### src/rtl/upd_pkg.sv
// ----------------------------------------------------------------------------
// upd_pkg
// Types, character codes and helper functions shared by the URL percent
// decoder modules.
// ----------------------------------------------------------------------------
package upd_pkg;

    // Characters with a meaning of their own
    localparam logic [7:0] CHAR_PERCENT = 8'h25;
    localparam logic [7:0] CHAR_PLUS    = 8'h2B;
    localparam logic [7:0] CHAR_SPACE   = 8'h20;
    localparam logic [7:0] CHAR_ZERO    = 8'h30;
    localparam logic [7:0] CHAR_NINE    = 8'h39;
    localparam logic [7:0] CHAR_UP_A    = 8'h41;
    localparam logic [7:0] CHAR_UP_F    = 8'h46;
    localparam logic [7:0] CHAR_LO_A    = 8'h61;
    localparam logic [7:0] CHAR_LO_F    = 8'h66;
    localparam logic [3:0] HEX_TEN      = 4'hA;

    // Most result bytes one input byte can cause
    localparam int unsigned MAX_RESULTS = 3;

    // Escape phase
    typedef enum logic [1:0] {
        PH_IDLE  = 2'd0,
        PH_PCT   = 2'd1,
        PH_DIGIT = 2'd2
    } t_phase;

    // Decoded hex digit
    typedef struct packed {
        logic       valid;
        logic [3:0] value;
    } t_hex;

    // One queue entry: the result bytes of one input byte
    typedef struct packed {
        logic                        fin;
        logic [1:0]                  cnt;
        logic [MAX_RESULTS-1:0][7:0] bytes;
    } t_entry;

    // Result byte handed to the output register
    typedef struct packed {
        logic [7:0] char;
        logic       run_last;
        logic       string_end;
    } t_result;

    // Classify a character as a hex digit of either case
    function automatic t_hex hex_value(input logic [7:0] c);
        t_hex h;
        h.valid = 1'b1;
        h.value = 4'd0;
        if (c >= CHAR_ZERO && c <= CHAR_NINE) begin
            h.value = 4'(c - CHAR_ZERO);
        end else if (c >= CHAR_UP_A && c <= CHAR_UP_F) begin
            h.value = 4'(c - CHAR_UP_A) + HEX_TEN;
        end else if (c >= CHAR_LO_A && c <= CHAR_LO_F) begin
            h.value = 4'(c - CHAR_LO_A) + HEX_TEN;
        end else begin
            h.valid = 1'b0;
        end
        return h;
    endfunction

endpackage

### src/rtl/upd_front.sv
// ----------------------------------------------------------------------------
// upd_front
// Accepts raw bytes, tracks the escape phase and turns each byte into a
// queue entry holding the one to three bytes it releases.
// ----------------------------------------------------------------------------
module upd_front (
    input  logic            i_clk,
    input  logic            i_rst_n,
    input  logic            i_valid,
    input  logic [7:0]      i_char,
    input  logic            i_final,
    input  logic            i_q_ready,
    output logic            o_ready,
    output logic            o_push,
    output upd_pkg::t_entry o_entry
);

    upd_pkg::t_phase r_phase, n_phase;
    logic [7:0]      r_held, n_held;

    upd_pkg::t_hex   hx, hd;
    logic            accept;
    logic [7:0]      plain_char;
    logic            plain_open;
    logic            plain_path;
    logic [7:0]      pre0, pre1, tail0, tail1;
    logic [1:0]      pre_n, tail_n;
    upd_pkg::t_phase nxt_phase;
    logic            take_digit;

    assign o_ready = i_q_ready;
    assign accept  = i_valid && o_ready;

    // Plain handling of the current byte
    always_comb begin
        hx         = upd_pkg::hex_value(i_char);
        hd         = upd_pkg::hex_value(r_held);
        plain_open = (i_char == upd_pkg::CHAR_PERCENT);
        plain_char = (i_char == upd_pkg::CHAR_PLUS) ? upd_pkg::CHAR_SPACE : i_char;
    end

    // Build the prefix from the pending escape and the tail from this byte
    always_comb begin
        pre0       = upd_pkg::CHAR_PERCENT;
        pre1       = r_held;
        pre_n      = 2'd0;
        tail0      = plain_char;
        tail1      = i_char;
        tail_n     = 2'd0;
        plain_path = 1'b0;
        take_digit = 1'b0;
        nxt_phase  = upd_pkg::PH_IDLE;
        unique case (r_phase)
            upd_pkg::PH_PCT: begin
                if (hx.valid) begin
                    take_digit = 1'b1;
                    nxt_phase  = i_final ? upd_pkg::PH_IDLE : upd_pkg::PH_DIGIT;
                    // flush '%' and the digit at the end of the string
                    tail0      = upd_pkg::CHAR_PERCENT;
                    tail_n     = i_final ? 2'd2 : 2'd0;
                end else begin
                    pre_n      = 2'd1;
                    plain_path = 1'b1;
                end
            end
            upd_pkg::PH_DIGIT: begin
                if (hx.valid) begin
                    pre0  = {hd.value, hx.value};
                    pre_n = 2'd1;
                end else begin
                    pre_n      = 2'd2;
                    plain_path = 1'b1;
                end
            end
            default: begin
                plain_path = 1'b1;
            end
        endcase
        if (plain_path) begin
            if (plain_open) begin
                nxt_phase = i_final ? upd_pkg::PH_IDLE : upd_pkg::PH_PCT;
                tail0     = upd_pkg::CHAR_PERCENT;
                tail_n    = i_final ? 2'd1 : 2'd0;
            end else begin
                tail_n    = 2'd1;
            end
        end
    end

    // Pack prefix and tail into one entry
    always_comb begin
        o_entry.fin = i_final;
        o_entry.cnt = pre_n + tail_n;
        unique case (pre_n)
            2'd1: begin
                o_entry.bytes[0] = pre0;
                o_entry.bytes[1] = tail0;
                o_entry.bytes[2] = tail1;
            end
            2'd2: begin
                o_entry.bytes[0] = pre0;
                o_entry.bytes[1] = pre1;
                o_entry.bytes[2] = tail0;
            end
            default: begin
                o_entry.bytes[0] = tail0;
                o_entry.bytes[1] = tail1;
                o_entry.bytes[2] = 8'd0;
            end
        endcase
        o_push = accept && (o_entry.cnt != 2'd0);
    end

    // Next state
    always_comb begin
        n_phase = r_phase;
        n_held  = r_held;
        if (accept) begin
            n_phase = nxt_phase;
            if (take_digit) begin
                n_held = i_char;
            end
        end
    end

    // Hold escape phase
    always_ff @(posedge i_clk) begin
        if (!i_rst_n) begin
            r_phase <= upd_pkg::PH_IDLE;
        end else begin
            r_phase <= n_phase;
        end
    end

    // Hold the first digit of a pending escape
    always_ff @(posedge i_clk) begin
        r_held <= n_held;
    end

endmodule

### src/rtl/upd_queue.sv
// ----------------------------------------------------------------------------
// upd_queue
// Short first-in first-out queue of entries between the front and the back.
// ----------------------------------------------------------------------------
module upd_queue #(
    parameter int unsigned DEPTH = 4
) (
    input  logic            i_clk,
    input  logic            i_rst_n,
    input  logic            i_push,
    input  upd_pkg::t_entry i_entry,
    input  logic            i_pop,
    output logic            o_ready,
    output logic            o_valid,
    output upd_pkg::t_entry o_head
);

    localparam int unsigned PW = $clog2(DEPTH);
    localparam int unsigned CW = $clog2(DEPTH + 1);
    localparam logic [PW-1:0] LAST_PTR = PW'(DEPTH - 1);
    localparam logic [CW-1:0] FULL_CNT = CW'(DEPTH);

    upd_pkg::t_entry r_mem [DEPTH];
    logic [PW-1:0]   r_wr_ptr, n_wr_ptr;
    logic [PW-1:0]   r_rd_ptr, n_rd_ptr;
    logic [CW-1:0]   r_count,  n_count;
    logic            do_push, do_pop;

    assign o_ready = (r_count != FULL_CNT);
    assign o_valid = (r_count != '0);
    assign o_head  = r_mem[r_rd_ptr];
    assign do_push = i_push && o_ready;
    assign do_pop  = i_pop && o_valid;

    // Advance pointers and count
    always_comb begin
        n_wr_ptr = r_wr_ptr;
        n_rd_ptr = r_rd_ptr;
        n_count  = r_count;
        if (do_push) begin
            n_wr_ptr = (r_wr_ptr == LAST_PTR) ? '0 : r_wr_ptr + 1'b1;
        end
        if (do_pop) begin
            n_rd_ptr = (r_rd_ptr == LAST_PTR) ? '0 : r_rd_ptr + 1'b1;
        end
        unique case ({do_push, do_pop})
            2'b10:   n_count = r_count + 1'b1;
            2'b01:   n_count = r_count - 1'b1;
            default: n_count = r_count;
        endcase
    end

    always_ff @(posedge i_clk) begin
        if (!i_rst_n) begin
            r_wr_ptr <= '0;
            r_rd_ptr <= '0;
            r_count  <= '0;
        end else begin
            r_wr_ptr <= n_wr_ptr;
            r_rd_ptr <= n_rd_ptr;
            r_count  <= n_count;
        end
    end

    // Store entries
    always_ff @(posedge i_clk) begin
        if (do_push) begin
            r_mem[r_wr_ptr] <= i_entry;
        end
    end

`ifndef NO_ASSERTIONS
    a_no_overflow: assert property (@(posedge i_clk) disable iff (!i_rst_n)
        r_count <= FULL_CNT)
        else $error("queue count above depth");

    a_count_track: assert property (@(posedge i_clk) disable iff (!i_rst_n)
        (do_push && !do_pop) |=> (r_count == $past(r_count) + 1'b1))
        else $error("queue count missed a push");

    a_empty_ptrs: assert property (@(posedge i_clk) disable iff (!i_rst_n)
        (r_count == '0) |-> (r_wr_ptr == r_rd_ptr))
        else $error("queue empty with pointers apart");
`endif

endmodule

### src/rtl/upd_back.sv
// ----------------------------------------------------------------------------
// upd_back
// Unpacks queue entries one byte per cycle, while the output is ready, into
// the output register and marks the last byte of each entry and of each string.
// ----------------------------------------------------------------------------
module upd_back (
    input  logic             i_clk,
    input  logic             i_rst_n,
    input  logic             i_q_valid,
    input  upd_pkg::t_entry  i_head,
    input  logic             i_out_ready,
    output logic             o_pop,
    output logic             o_valid,
    output upd_pkg::t_result o_result
);

    logic [1:0]       r_idx, n_idx;
    logic             r_valid, n_valid;
    upd_pkg::t_result r_result, n_result;
    logic             load;
    logic             is_last;

    assign load    = i_q_valid && (!r_valid || i_out_ready);
    assign is_last = (r_idx == i_head.cnt - 2'd1);
    assign o_pop   = load && is_last;
    assign o_valid = r_valid;
    assign o_result = r_result;

    // Pick the next byte of the head entry
    always_comb begin
        n_idx    = r_idx;
        n_valid  = r_valid;
        n_result = r_result;
        if (load) begin
            n_valid             = 1'b1;
            n_result.char       = i_head.bytes[r_idx];
            n_result.run_last   = is_last;
            n_result.string_end = is_last && i_head.fin;
            n_idx               = is_last ? 2'd0 : r_idx + 2'd1;
        end else if (i_out_ready) begin
            n_valid = 1'b0;
        end
    end

    always_ff @(posedge i_clk) begin
        if (!i_rst_n) begin
            r_idx   <= 2'd0;
            r_valid <= 1'b0;
        end else begin
            r_idx   <= n_idx;
            r_valid <= n_valid;
        end
    end

    // Output word payload
    always_ff @(posedge i_clk) begin
        r_result <= n_result;
    end

`ifndef NO_ASSERTIONS
    a_idx_range: assert property (@(posedge i_clk) disable iff (!i_rst_n)
        r_idx != 2'd3)
        else $error("byte index out of range");

    a_end_is_last: assert property (@(posedge i_clk) disable iff (!i_rst_n)
        (r_valid && r_result.string_end) |-> r_result.run_last)
        else $error("string end not on last byte of entry");

    a_idx_within: assert property (@(posedge i_clk) disable iff (!i_rst_n)
        (i_q_valid && r_idx != 2'd0) |-> (r_idx < i_head.cnt))
        else $error("byte index beyond entry count");
`endif

endmodule

### src/rtl/url_percent_decoder.sv
// ----------------------------------------------------------------------------
// url_percent_decoder
// Form-urlencoded percent decoder: '%hh' becomes one byte, '+' a space,
// broken escapes pass through, pending escapes flush at the end of a string.
// ----------------------------------------------------------------------------
// The decoder takes one escaped byte per cycle and, while the output is
// ready, delivers decoded bytes one per cycle. An input byte releases zero
// to three output bytes, which leave the output one at a time, and a queue of
// QUEUE_DEPTH entries between the classifying front and the unpacking back
// absorbs such bursts, so input stalls only when it fills. A result passes
// through the queue and then the output register. On output, tuser flags
// the last byte caused by an input byte and tlast flags the last byte of
// the string.
module url_percent_decoder #(
    parameter int unsigned QUEUE_DEPTH = 4
) (
    input  logic       i_clk,
    input  logic       i_rst_n,
    input  logic       i_s_axis_tvalid,
    output logic       o_s_axis_tready,
    input  logic [7:0] i_s_axis_tdata,   // [7:0] in_char
    input  logic       i_s_axis_tlast,   // in_final
    output logic       o_m_axis_tvalid,
    input  logic       i_m_axis_tready,
    output logic [7:0] o_m_axis_tdata,   // [7:0] out_char
    output logic       o_m_axis_tuser,   // run_last
    output logic       o_m_axis_tlast    // string_end
);

    logic             q_push, q_pop, q_ready, q_valid;
    upd_pkg::t_entry  q_in, q_head;
    upd_pkg::t_result result;

    // Classify incoming words
    upd_front u_front (
        .i_clk     (i_clk),
        .i_rst_n   (i_rst_n),
        .i_valid   (i_s_axis_tvalid),
        .i_char    (i_s_axis_tdata),
        .i_final   (i_s_axis_tlast),
        .i_q_ready (q_ready),
        .o_ready   (o_s_axis_tready),
        .o_push    (q_push),
        .o_entry   (q_in)
    );

    // Decouple front and back
    upd_queue #(
        .DEPTH (QUEUE_DEPTH)
    ) u_queue (
        .i_clk   (i_clk),
        .i_rst_n (i_rst_n),
        .i_push  (q_push),
        .i_entry (q_in),
        .i_pop   (q_pop),
        .o_ready (q_ready),
        .o_valid (q_valid),
        .o_head  (q_head)
    );

    // Emit output words
    upd_back u_back (
        .i_clk       (i_clk),
        .i_rst_n     (i_rst_n),
        .i_q_valid   (q_valid),
        .i_head      (q_head),
        .i_out_ready (i_m_axis_tready),
        .o_pop       (q_pop),
        .o_valid     (o_m_axis_tvalid),
        .o_result    (result)
    );

    assign o_m_axis_tdata = result.char;
    assign o_m_axis_tuser = result.run_last;
    assign o_m_axis_tlast = result.string_end;

endmodule
### config.mk
export PLATFORM = sky130hd
export DESIGN_NAME = url_percent_decoder
export DESIGN_NICKNAME = d
export VERILOG_FILES = /design/src/rtl/upd_pkg.sv /design/src/rtl/upd_front.sv /design/src/rtl/upd_queue.sv /design/src/rtl/upd_back.sv /design/src/rtl/url_percent_decoder.sv
export SDC_FILE = /design/constraint.sdc
export NUM_CORES = 1
export LEC_CHECK = 0
export BUFFER_PORTS_ARGS = -buffer_cell sky130_fd_sc_hd__buf_2
export CORE_ASPECT_RATIO = 1.4
export CORE_MARGIN = 8
export CORE_UTILIZATION = 60
export DETAILED_ROUTE_END_ITERATION = 8
export PLACE_DENSITY = 0.84
export RECOVER_POWER = 100
export SYNTH_ARGS = -nofsm -noshare
export SYNTH_HDL_FRONTEND = slang
export SYNTH_HIERARCHICAL = 1
export SYNTH_SLANG_ARGS = --single-unit
### constraint.sdc
create_clock -name i_clk -period 12.9 [get_ports i_clk]
set_clock_uncertainty 0.05 [all_clocks]
set_input_delay 2.58 -clock i_clk [delete_from_list [all_inputs] [get_ports i_clk]]
set_output_delay 2.58 -clock i_clk [all_outputs]
set_load 0.05 [all_outputs]
======== Word level (Yosys, flattened, before mapping) ========
Memories as Yosys holds them, arrays and structs flattened. A register that Yosys moved wholly into a read port is not among the register bits.
Index checks and enable logic that the tools add are counted.
word-level totals
  latch bits .............................. 0
  word-level logic and storage cells ...... 122
  RAM bits ................................ 108
  bits in registers ....................... 30
  memories kept ........................... 1
  input bits .............................. 13
  output and inout port bits .............. 12
  memory bits (read-only) ................. 0
cells by class
  eq/ne operators ......................... 12
  muxes and demuxes ....................... 48
  shift-type cells ........................ 0
  add/sub/neg operators ................... 17
  multiply operators ...................... 0
  magnitude comparators ................... 13
  divide/modulo/power cells ............... 0
  reductions and logical operators ........ 21
  bitwise operators ....................... 0
memories
  name           words  width  read ports  clocked after Yosys merged registers in  write ports  line             RTL
  u_queue.r_mem  4      27     1           1                                        1            upd_queue.sv:23  upd_pkg::t_entry r_mem [DEPTH];
operators with widths
  kind                   count
  $mux W8                8
  $pmux W24 S2           1
  $ge A8 B7 Y1 const B   4
  $le A8 B7 Y1 const B   4
  $mux W2                16
  $mux W4                6
  $sub A4 B1 Y4 const B  6
  $add A4 B4 Y4 const B  4
  $bmux W8 S2            1
  $eq A8 B6 Y1 const B   2
  $ge A8 B6 Y1 const B   2
  $le A8 B6 Y1 const B   2
  $mux W1                14
  $logic_and A1 B1 Y1    13
  $eq A2 B2 Y1 const B   5
  $add A2 B1 Y2 const B  3
  $eq A2 B1 Y1 const B   3
  $pmux W3 S2            1
  $reduce_bool A2 Y1     3
  $pmux W2 S2            1
  $add A3 B1 Y3 const B  1
  $lt A2 B3 Y1 const B   1
  $ne A3 B3 Y1 const B   1
  $reduce_bool A3 Y1     1
  8 further kinds        8

======== Depth between registers and ports, before layout ========
Gate-level depths: netlist of run 1.
  depth after elaboration ................. 14
  gate-level depth with buffers ........... 19
  depth with buffers taken out ............ 18

======== Modules after synthesis ========
The synthesis of run 1 kept the hierarchy.
modules (own cells, without submodules)
  module     seq. area each (µm²)  cells each  instances  area each (µm²)
  upd_queue  3423.3                197         1          4398.0
  upd_front  280.3                 170         1          1335.0
  upd_back   360.3                 61          1          668.1

======== Worst setup path before layout of run 1 ========
Ideal clock, no wire load.
  path type ............................... input -> register
  start point ............................. in i_s_axis_tdata[1]
  end point ............................... reg u_queue.r_count[2]
  arrival ................................. 5.750 ns
  setup time .............................. 0.070 ns
  cell stages on the path ................. 18
  slack ................................... 7.030 ns
  required time ........................... 12.780 ns
  buffers on the path ..................... 0
  cells stage by stage .................... inv_1 > ha_1 > or3b_4 > nand3_1 > a21oi_1 > a21oi_1 > inv_1 > ha_1 > a211o_1 > a31oi_1 > and2_4 > inv_1 > ha_1 > inv_1 > fa_1 > xor2_1 > or3_2 > a21boi_1
between the ends
  longest elaborated chain between the ends .. 14
  elaborated cells on any way between the ends .. 30
  those cells by class .................... 1 x add/sub; 6 x order compare; 3 x eq/ne; 13 x mux; 7 x reduce/logical
RTL lines
  what                                               line                              RTL
  start: declaration                                 url_percent_decoder.sv:21         input logic [7:0] i_s_axis_tdata,
  $ge A8 B7 Y1 or $le A8 B7 Y1 (tied branches)       upd_pkg.sv:59                     end else if (c >= CHAR_LO_A && c <= CHAR_LO_F) begin
  $logic_and A1 B1 Y1                                upd_pkg.sv:59
  $mux W1                                            upd_pkg.sv:59
  $mux W1                                            upd_pkg.sv:57                     end else if (c >= CHAR_UP_A && c <= CHAR_UP_F) begin
  $mux W1                                            upd_pkg.sv:55                     if (c >= CHAR_ZERO && c <= CHAR_NINE) begin
  $mux W2 or $mux W1 (tied branches)                 upd_front.sv:55, upd_front.sv:67
  $mux W2 or $mux W1 (tied branches)                 n/a
  $mux W2                                            upd_front.sv:79                   if (plain_path) begin
  $add A2 B2 Y2 *                                    upd_front.sv:93                   o_entry.cnt = pre_n + tail_n;
  $reduce_bool A2 Y1 *                               upd_front.sv:111                  o_push = accept && (o_entry.cnt != 2'd0);
  $logic_and A1 B1 Y1 *                              upd_front.sv:111
  named net q_push                                   url_percent_decoder.sv:30         logic q_push, q_pop, q_ready, q_valid;
  $logic_and A1 B1 Y1 *                              upd_queue.sv:32                   assign do_push = i_push && o_ready;
  $eq A2 B1 Y1 or $eq A2 B2 Y1 (tied branches)       upd_queue.sv:46                   unique case ({do_push, do_pop})
  $pmux W3 S2 or $reduce_bool A2 Y1 (tied branches)  n/a
  end signal: assignment                             upd_queue.sv:61                   r_count <= n_count;
  end: declaration                                   upd_queue.sv:26                   logic [CW-1:0] r_count, n_count;
The timed path passes the listed nets; every way through them passes the cells marked *.
A chain may end at the register's enable or synchronous reset.

======== Worst setup path after layout of run 1 ========
  start point ............................. in i_s_axis_tdata[0]
  end point ............................... mem u_queue/r_mem[0][2] (netlist name) (enable)
between the ends
  longest elaborated chain between the ends .. 14
  elaborated cells on any way between the ends .. 28
  those cells by class .................... 1 x add/sub; 6 x order compare; 1 x eq/ne; 14 x mux; 6 x reduce/logical
RTL lines
  what                                          line                              RTL
  $ge A8 B7 Y1 or $le A8 B7 Y1 (tied branches)  upd_pkg.sv:59
  $logic_and A1 B1 Y1                           upd_pkg.sv:59
  $mux W1                                       upd_pkg.sv:59
  $mux W1                                       upd_pkg.sv:57
  $mux W1                                       upd_pkg.sv:55
  $mux W2 or $mux W1 (tied branches)            upd_front.sv:55, upd_front.sv:67
  $mux W2 or $mux W1 (tied branches)            n/a
  $mux W2                                       upd_front.sv:79
  $add A2 B2 Y2 *                               upd_front.sv:93
  $reduce_bool A2 Y1 *                          upd_front.sv:111
  $logic_and A1 B1 Y1 *                         upd_front.sv:111
  named net q_push                              url_percent_decoder.sv:30
  $logic_and A1 B1 Y1 *                         upd_queue.sv:32
  $mux W1 *                                     upd_queue.sv:67                   if (do_push) begin
  $mux W1 (implied by the code) *               upd_queue.sv:68                   r_mem[r_wr_ptr] <= i_entry;
  end: declaration                              upd_queue.sv:23
Marked as above.

==> impl_metrics.ini, run 1 <==
[status]
status = finished, violations left
violations = max-capacitance violations, max-slew violations

[sta]
setup-tns-final_ns = 0
tightestPinTransition_ns = 1.85
slew_headroom_pct = -23.5
rsz0062_at_grt = no
slew_violations = 56
setup_viol = 0
layout_setup_ws_ns = 6.45
finalHoldViolCount = 0
finalCriticalPeriod_ns = 6.45
fmax_ghz = 0.155
post-route-period-util_pct = 50.0

[routing]
wl_per_cell_um = 21.7
drtPass1Iterations = 5
drt_iter0_drc = 278
routed-via-count = 3821
drt-total-wl_um = 13100
postRouteAntennaNets = 0
drc = 0
vias_per_cell = 6.34

[final_layout]
syn_to_final_growth_pct = 11.0
final_nets = 485
diodes = 0
instances_no_fill = 603
drive_above_1_share_pct = 14.6
fillers = 664

[place]
gp_congestion = 0.906
place_inst = 571
pre_cts_ws_ns = 6.49
hpwl_um = 8040
io_buffer_count = 24

[setup_path]
crit_end = u_queue/r_mem[0][2]$_DFFE_PP_
worst_setup_path_start_kind = primary input
crit_type = primary input to flop
reg2reg_depth = 12
crit_arrival_ns = 6.41
worstPathRequired_ns = 12.86
r2r-end = u_queue/r_count[2]$_SDFFE_PN0P_
crit_chain = clkbuf_1, ha_1, o21bai_1, a21oi_1, nor2_1, a21oi_1, inv_1, ha_1, a211o_1, a31oi_1, and3_1
end_kind = flop
crit_path_start = i_s_axis_tdata[0]
cp.depth = 11
cpLargestDelayFamily = compound AO/OA/AOI/OAI gates
cpMaxStageDelayCell = and3_1
reg2reg_slack_ns = 8.11
cp_max_fo = 27
max_stage_delay_ns = 1.27
crit_buf_inv = 2

[clock_tree]
cts_buffer_depth = 2
clkLatencyLatePin_ns = 0.41
cts_tree = done
clkTransAtPathRegs_ns = 0.06
cts_hold_repair.buffers = 0
cts_resized = 0
cts_root_buf = clkbuf_16
cts-buffers-inserted = 17
cts_post_setup_buffers_inserted = 0
cts_sinks = 140
htree_levels = 4

[yosys]
seq_area_frac_synth_pct = 63.5
synth_nets = 461
ys_seq_elements = 140
syn_inst = 428
synth_edf_count = 126
async_reset_ff_share_pct = 0
synth_cell_types = 64
yosys_warnings = 6
syn_avg_cell_area_um2 = 15.0
ys.flop_type = edfxtp_1
netlist_area_mm2 = 0.00640

[power_and_ir_drop]
power_density_mw_per_mm2 = 199
finalPower_mw = 1.42
peakVddDrop_v = 0.000114
power.leakage_nw = 2.34

[floorplanning]
io_pins = 25
fp.dieArea_mm2 = 0.0143
start_util_pct = 61.5
core_area_mm2 = 0.0104
rows = 44
dieHeight_um = 138
die_x_um = 103

[grt]
grt_pass1_vias = 3749
antenna_found_initial = 0
grt-ovfl-total = 0
grt_use_total_pct = 19.3
grt_max_degree = 32
grt_pass1_wl_um = 20200

[flow_run]
max_cap_violations = 2

[worst_hold_path]
min_path_type = flop to flop
-- stage by stage --
stage	area (um^2)	hold slack, ns	utilization (%)
after global placement	6580	0.435	63.2
after CTS	7180	0.455	69.0
after floorplan	6400	0.418	-
after global routing	7110	0.509	68.3
after detailed placement	6580	0.447	63.2
final	7110	0.461	68.3
-- area by class of cell --
| cell class | instances | area (um^2) | area share (%) |
|---|---|---|---|
| well taps | 138 | 173 | 2.43 |
| inverters | 21 | 78.8 | 1.11 |
| flip-flops and latches | 140 | 4060 | 57.2 |
| clock inverters | 13 | 168 | 2.36 |
| clock buffers | 19 | 433 | 6.09 |
| multi-input cells | 246 | 2090 | 29.4 |
| repair buffers | 26 | 104 | 1.46 |
-- cells in the mapped netlist, types with 3 or more instances --
library cell	n	share of area (%)
a21o_1	4	0.47
a21oi_1	12	0.94
and2_1	9	0.88
and3_2	4	0.47
buf_2	5	0.39
buf_4	3	0.35
buf_6	5	0.88
clkbuf_1	8	0.47
dfxtp_1	14	4.4
edfxtp_1	126	59
ha_1	19	3.7
inv_1	21	1.2
mux2i_1	10	1.6
mux4_2	27	9.5
nand2_1	34	2.0
nand2b_1	3	0.29
nand3_1	9	0.70
nand4b_1	3	0.41
nor2_1	13	0.76
nor2b_1	8	0.78
o21ai_0	19	1.5
o21ai_1	12	0.94
o22ai_1	3	0.29
xnor2_1	6	0.82
-- state kept, by name (all words and copies together), names as in the netlist, named ones only --
register and flops:
u_back/o_result 10, u_back/o_valid 1, u_back/r_idx 2, u_front/pre1 8, u_front/r_phase 2, u_queue/r_count 3, u_queue/r_mem 108, u_queue/r_rd_ptr 2
u_queue/r_wr_ptr 2
-- where the power goes --
group	switching, mW	internal, mW	leakage (nW)
Sequential	0.0533	0.582	1.29
Combinational	0.186	0.109	0.772
Clock	0.182	0.305	0.276
-- cells by family after synthesis --
| logic type | count (synthesis) | share of synthesized area, % |
|---|---|---|
| AOI/OAI and AO/OA | 80 | 8.35 |
| muxes | 37 | 11.1 |
| adders and majority gates | 20 | 4.03 |
| and+or+nand+nor | 102 | 8.80 |
| DFF | 140 | 63.5 |
| buffers and inverters | 42 | 3.32 |
| xor gates and xnor gates | 7 | 0.958 |
-- layout by cell type (no fill, tap or decap), types with 3 or more instances in the layout --
cell type	count
a21boi_0	3
a21oi_1	13
o22ai_1	3
clkinvlp_4	5
nor2b_1	8
nand2_1	34
clkbuf_16	17
nor2_1	13
xnor2_1	6
nand3_1	9
and3_1	6
inv_1	21
edfxtp_1	126
o21ai_1	3
ha_1	19
nand4b_1	3
o21ai_0	29
mux4_2	27
and2_0	9
nand2b_1	3
bufinv_16	3
a21o_1	4
dfxtp_1	14
clkbuf_1	25
mux2i_1	10
-- worst reg2reg max path, stage by stage, from the launching register on --
cell      delay (ns)
dfxtp_1         1.56
mux4_2          0.70
xnor2_1         0.23
mux2i_1         0.30
and2_0          0.21
o31ai_1         0.17
inv_1           0.13
ha_1            0.19
inv_1           0.07
fa_1            0.37
xor2_1          0.17
or3_2           0.40
a21boi_0        0.16
-- how the worst min path moves through the flow --
stage	slack, ns	cells after the start	from	end
after floorplan	0.42	2	u_queue/r_wr_ptr[1]$_SDFFE_PN0P_	u_queue/r_wr_ptr[1]$_SDFFE_PN0P_
after global placement	0.43	2	u_queue/r_wr_ptr[1]$_SDFFE_PN0P_	u_queue/r_wr_ptr[1]$_SDFFE_PN0P_
after detailed placement	0.45	2	u_queue/r_wr_ptr[1]$_SDFFE_PN0P_	u_queue/r_wr_ptr[1]$_SDFFE_PN0P_
after CTS	0.45	2	u_queue/r_wr_ptr[1]$_SDFFE_PN0P_	u_queue/r_wr_ptr[1]$_SDFFE_PN0P_
after global routing	0.51	2	u_queue/r_wr_ptr[1]$_SDFFE_PN0P_	u_queue/r_wr_ptr[1]$_SDFFE_PN0P_
final	0.46	2	u_queue/r_wr_ptr[1]$_SDFFE_PN0P_	u_queue/r_wr_ptr[1]$_SDFFE_PN0P_
-- per-layer routing --
metal	wire length [um]	GRT usage [%]	up-vias
li1	-	-	1695
met2	6770	31.4	169
met1	5250	23.8	1927
met4	365	8.19	0
met3	677	4.52	30
met5	0	0	-
(Power assumes the default switching activity.)
==> run 2: changes to the inputs <==
--- a/config.mk
+++ b/config.mk
@@ -8,9 +8,9 @@
 export BUFFER_PORTS_ARGS = -buffer_cell sky130_fd_sc_hd__buf_2
 export CORE_ASPECT_RATIO = 1.4
 export CORE_MARGIN = 8
-export CORE_UTILIZATION = 60
+export CORE_UTILIZATION = 56
 export DETAILED_ROUTE_END_ITERATION = 8
-export PLACE_DENSITY = 0.84
+export PLACE_DENSITY = 0.82
 export RECOVER_POWER = 100
 export SYNTH_ARGS = -nofsm -noshare
 export SYNTH_HDL_FRONTEND = slang
==> constraint.sdc (replaced) <==
create_clock -name i_clk -period 5.8 [get_ports i_clk]
set_clock_uncertainty 0.05 [all_clocks]
set_input_delay 1.16 -clock i_clk [delete_from_list [all_inputs] [get_ports i_clk]]
set_output_delay 1.16 -clock i_clk [all_outputs]
set_load 0.05 [all_outputs]
==> run 2 against run 1 <==
Effect of this change:
- the flow now finishes without violations
- die area increased by 6.2%
- utilization decreased by 4.8 points
- final cell count up 1.2%
- highest routed layer unchanged
- sequential power increased by 120%
- global-route usage shrank 1.3 points
- worst hold slack gained 0.0060 ns
- register-to-register slack worse by 6.2 ns
- sequential share of layout area decreased by 0.17 points
- cell area up 0.30%
==> impl_metrics.ini, run 2 (synthesis gave the netlist of run 1 again) <==
[flow_run]
max_cap_violations = 0

[sta]
holdWs_ns = 0.467
rsz0062_at_grt = no
finalCriticalPeriod_ns = 4.99
tightestPinTransition_ns = 1.46
fmax_ghz = 0.201
slew_violations = 0
slew_headroom_pct = 2.74
finalHoldViolCount = 0
setup_viol = 0
setup-tns-final_ns = 0
post-route-period-util_pct = 86.0

[final_layout]
syn_to_final_growth_pct = 11.4
drive_above_1_share_pct = 15.2
diodes = 0
final_nets = 486
fin_area_mm2 = 0.00713
fillers = 800
top_register = u_queue/r_mem
final_cell_mix = edfxtp_1 (126), nand2_1 (34), o21ai_0 (29), mux4_2 (27), clkbuf_1 (24)
layout_commonest_cell = edfxtp_1
largest_register_ff_count = 108
instances_no_fill = 610
utilization_pct = 63.5

[grt]
grt_use_total_pct = 18.0
grt_max_degree = 28
antenna_found_initial = 0
grt_pass1_vias = 3871
grt_pass1_wl_um = 20200
grt-ovfl-total = 0

[setup_path]
cp_max_fo = 27
max_stage_delay_ns = 1.21
cpMaxStageDelayCell = and3_1
cp.depth = 11
reg2reg_slack_ns = 1.95
crit_buf_inv = 2
worstPathRequired_ns = 5.77
crit_type = primary input to flop
cpLargestDelayFamily = compound AO/OA/AOI/OAI gates
crit_arrival_ns = 4.96
worst_setup_path_start_kind = primary input
r2r-end = u_queue/r_count[2]$_SDFFE_PN0P_
crit_path_start = i_s_axis_tdata[0]
reg2reg_depth = 13
crit_chain = clkbuf_1, ha_1, o21bai_1, a21oi_1, nor2_1, a21oi_1, inv_1, ha_1, a211o_1, a31oi_1, and3_1
end_kind = flop

[floorplanning]
die_x_um = 106
io_pins = 25
fp.dieArea_mm2 = 0.0152
start_util_pct = 57.0
core_area_mm2 = 0.0112
rows = 46
dieHeight_um = 143

[routing]
wl_per_cell_um = 20.9
drt-total-wl_um = 12700
vias_per_cell = 6.06
drtPass1Iterations = 4
postRouteAntennaNets = 0
drt_iter0_drc = 273
drc = 0
routed-via-count = 3697

[place]
gp_congestion = 0.889
dpl_cell_area_mm2 = 0.00659
place_inst = 578
io_buffer_count = 24
hpwl_um = 8370

[clock_tree]
cts_tree = done
cts_buffer_depth = 2
cts_hold_repair.buffers = 0
cts_root_buf = clkbuf_16
clkTransAtPathRegs_ns = 0.06
cts_sinks = 140
cts-buffers-inserted = 17
cts_resized = 0
clkLatencyLatePin_ns = 0.42
cts_post_setup_buffers_inserted = 0
htree_levels = 4

[worst_hold_path]
holdPathStages = 2
hp-start = u_queue/r_wr_ptr[1]$_SDFFE_PN0P_
hold_end = u_queue/r_wr_ptr[1]$_SDFFE_PN0P_
min_path_type = flop to flop

[power_and_ir_drop]
power_density_mw_per_mm2 = 436
peakVddDrop_v = 0.000295
power.leakage_nw = 2.37

[status]
status = completed
-- run 2: changes by cell type in the layout (fill, tap and decap cells not counted), moves of 3 or more --
cell        previous run  this run
clkbuf_16             17        21
bufinv_16              3         0
inv_4                  0         4
clkinvlp_4             5         0
-- run 2: power breakdown --
group	leakage (nW)	switching (mW)	internal [mW]	total, mW
clock network	0.303	0.409	0.652	1.06
logic	0.777	0.441	0.240	0.680
registers	1.29	0.0760	1.29	1.37
-- run 2: final cells by class --
cell class                 count  area, um^2  area share (%)
sequential                   140        4060            57.0
multi-input combinational    246        2090            29.4
clock buffer                  22         529            7.42
tap                          144         180            2.53
timing repair buffer          27         111            1.56
inverter                      21        78.8            1.11
clock inverter                10        70.1           0.983
-- run 2: worst max-delay path by stage --
stage / endpoint
floorplan: u_queue/r_count[2]$_SDFFE_PN0P_
global placement: u_queue/r_count[2]$_SDFFE_PN0P_
detailed placement: u_queue/r_count[2]$_SDFFE_PN0P_
CTS: u_queue/r_count[2]$_SDFFE_PN0P_
global route: u_queue/r_mem[0][20]$_DFFE_PP_
finish: u_queue/r_mem[1][4]$_DFFE_PP_
-- run 2: routing by layer --
| metal | wire [um] | global-route usage (%) | up-vias |
|---|---|---|---|
| met5 | 0 | 0 | - |
| met3 | 602 | 5.21 | 32 |
| met4 | 437 | 9.81 | 0 |
| met1 | 5030 | 19.9 | 1839 |
| met2 | 6660 | 30.4 | 133 |
| li1 | - | - | 1693 |
-- run 2: metrics by stage --
step	total power, mW	setup WS [ns]
after floorplan	1.93	1.35
after global placement	2.06	0.991
after detailed placement	2.09	0.804
after CTS	3.16	1.22
after global routing	3.24	0.504
final	3.11	0.813
-- run 2: worst reg2reg max path, cell delays in order (launching register included) --
cell and delay (ns):
dfxtp_1 0.31, buf_4 0.44, mux4_2 0.62, xnor2_1 0.24
mux2i_1 0.31, and2_0 0.20, o31ai_1 0.15, inv_1 0.10
ha_1 0.18, inv_1 0.07, fa_1 0.38, xor2_1 0.16
or3_2 0.40, a21boi_0 0.17
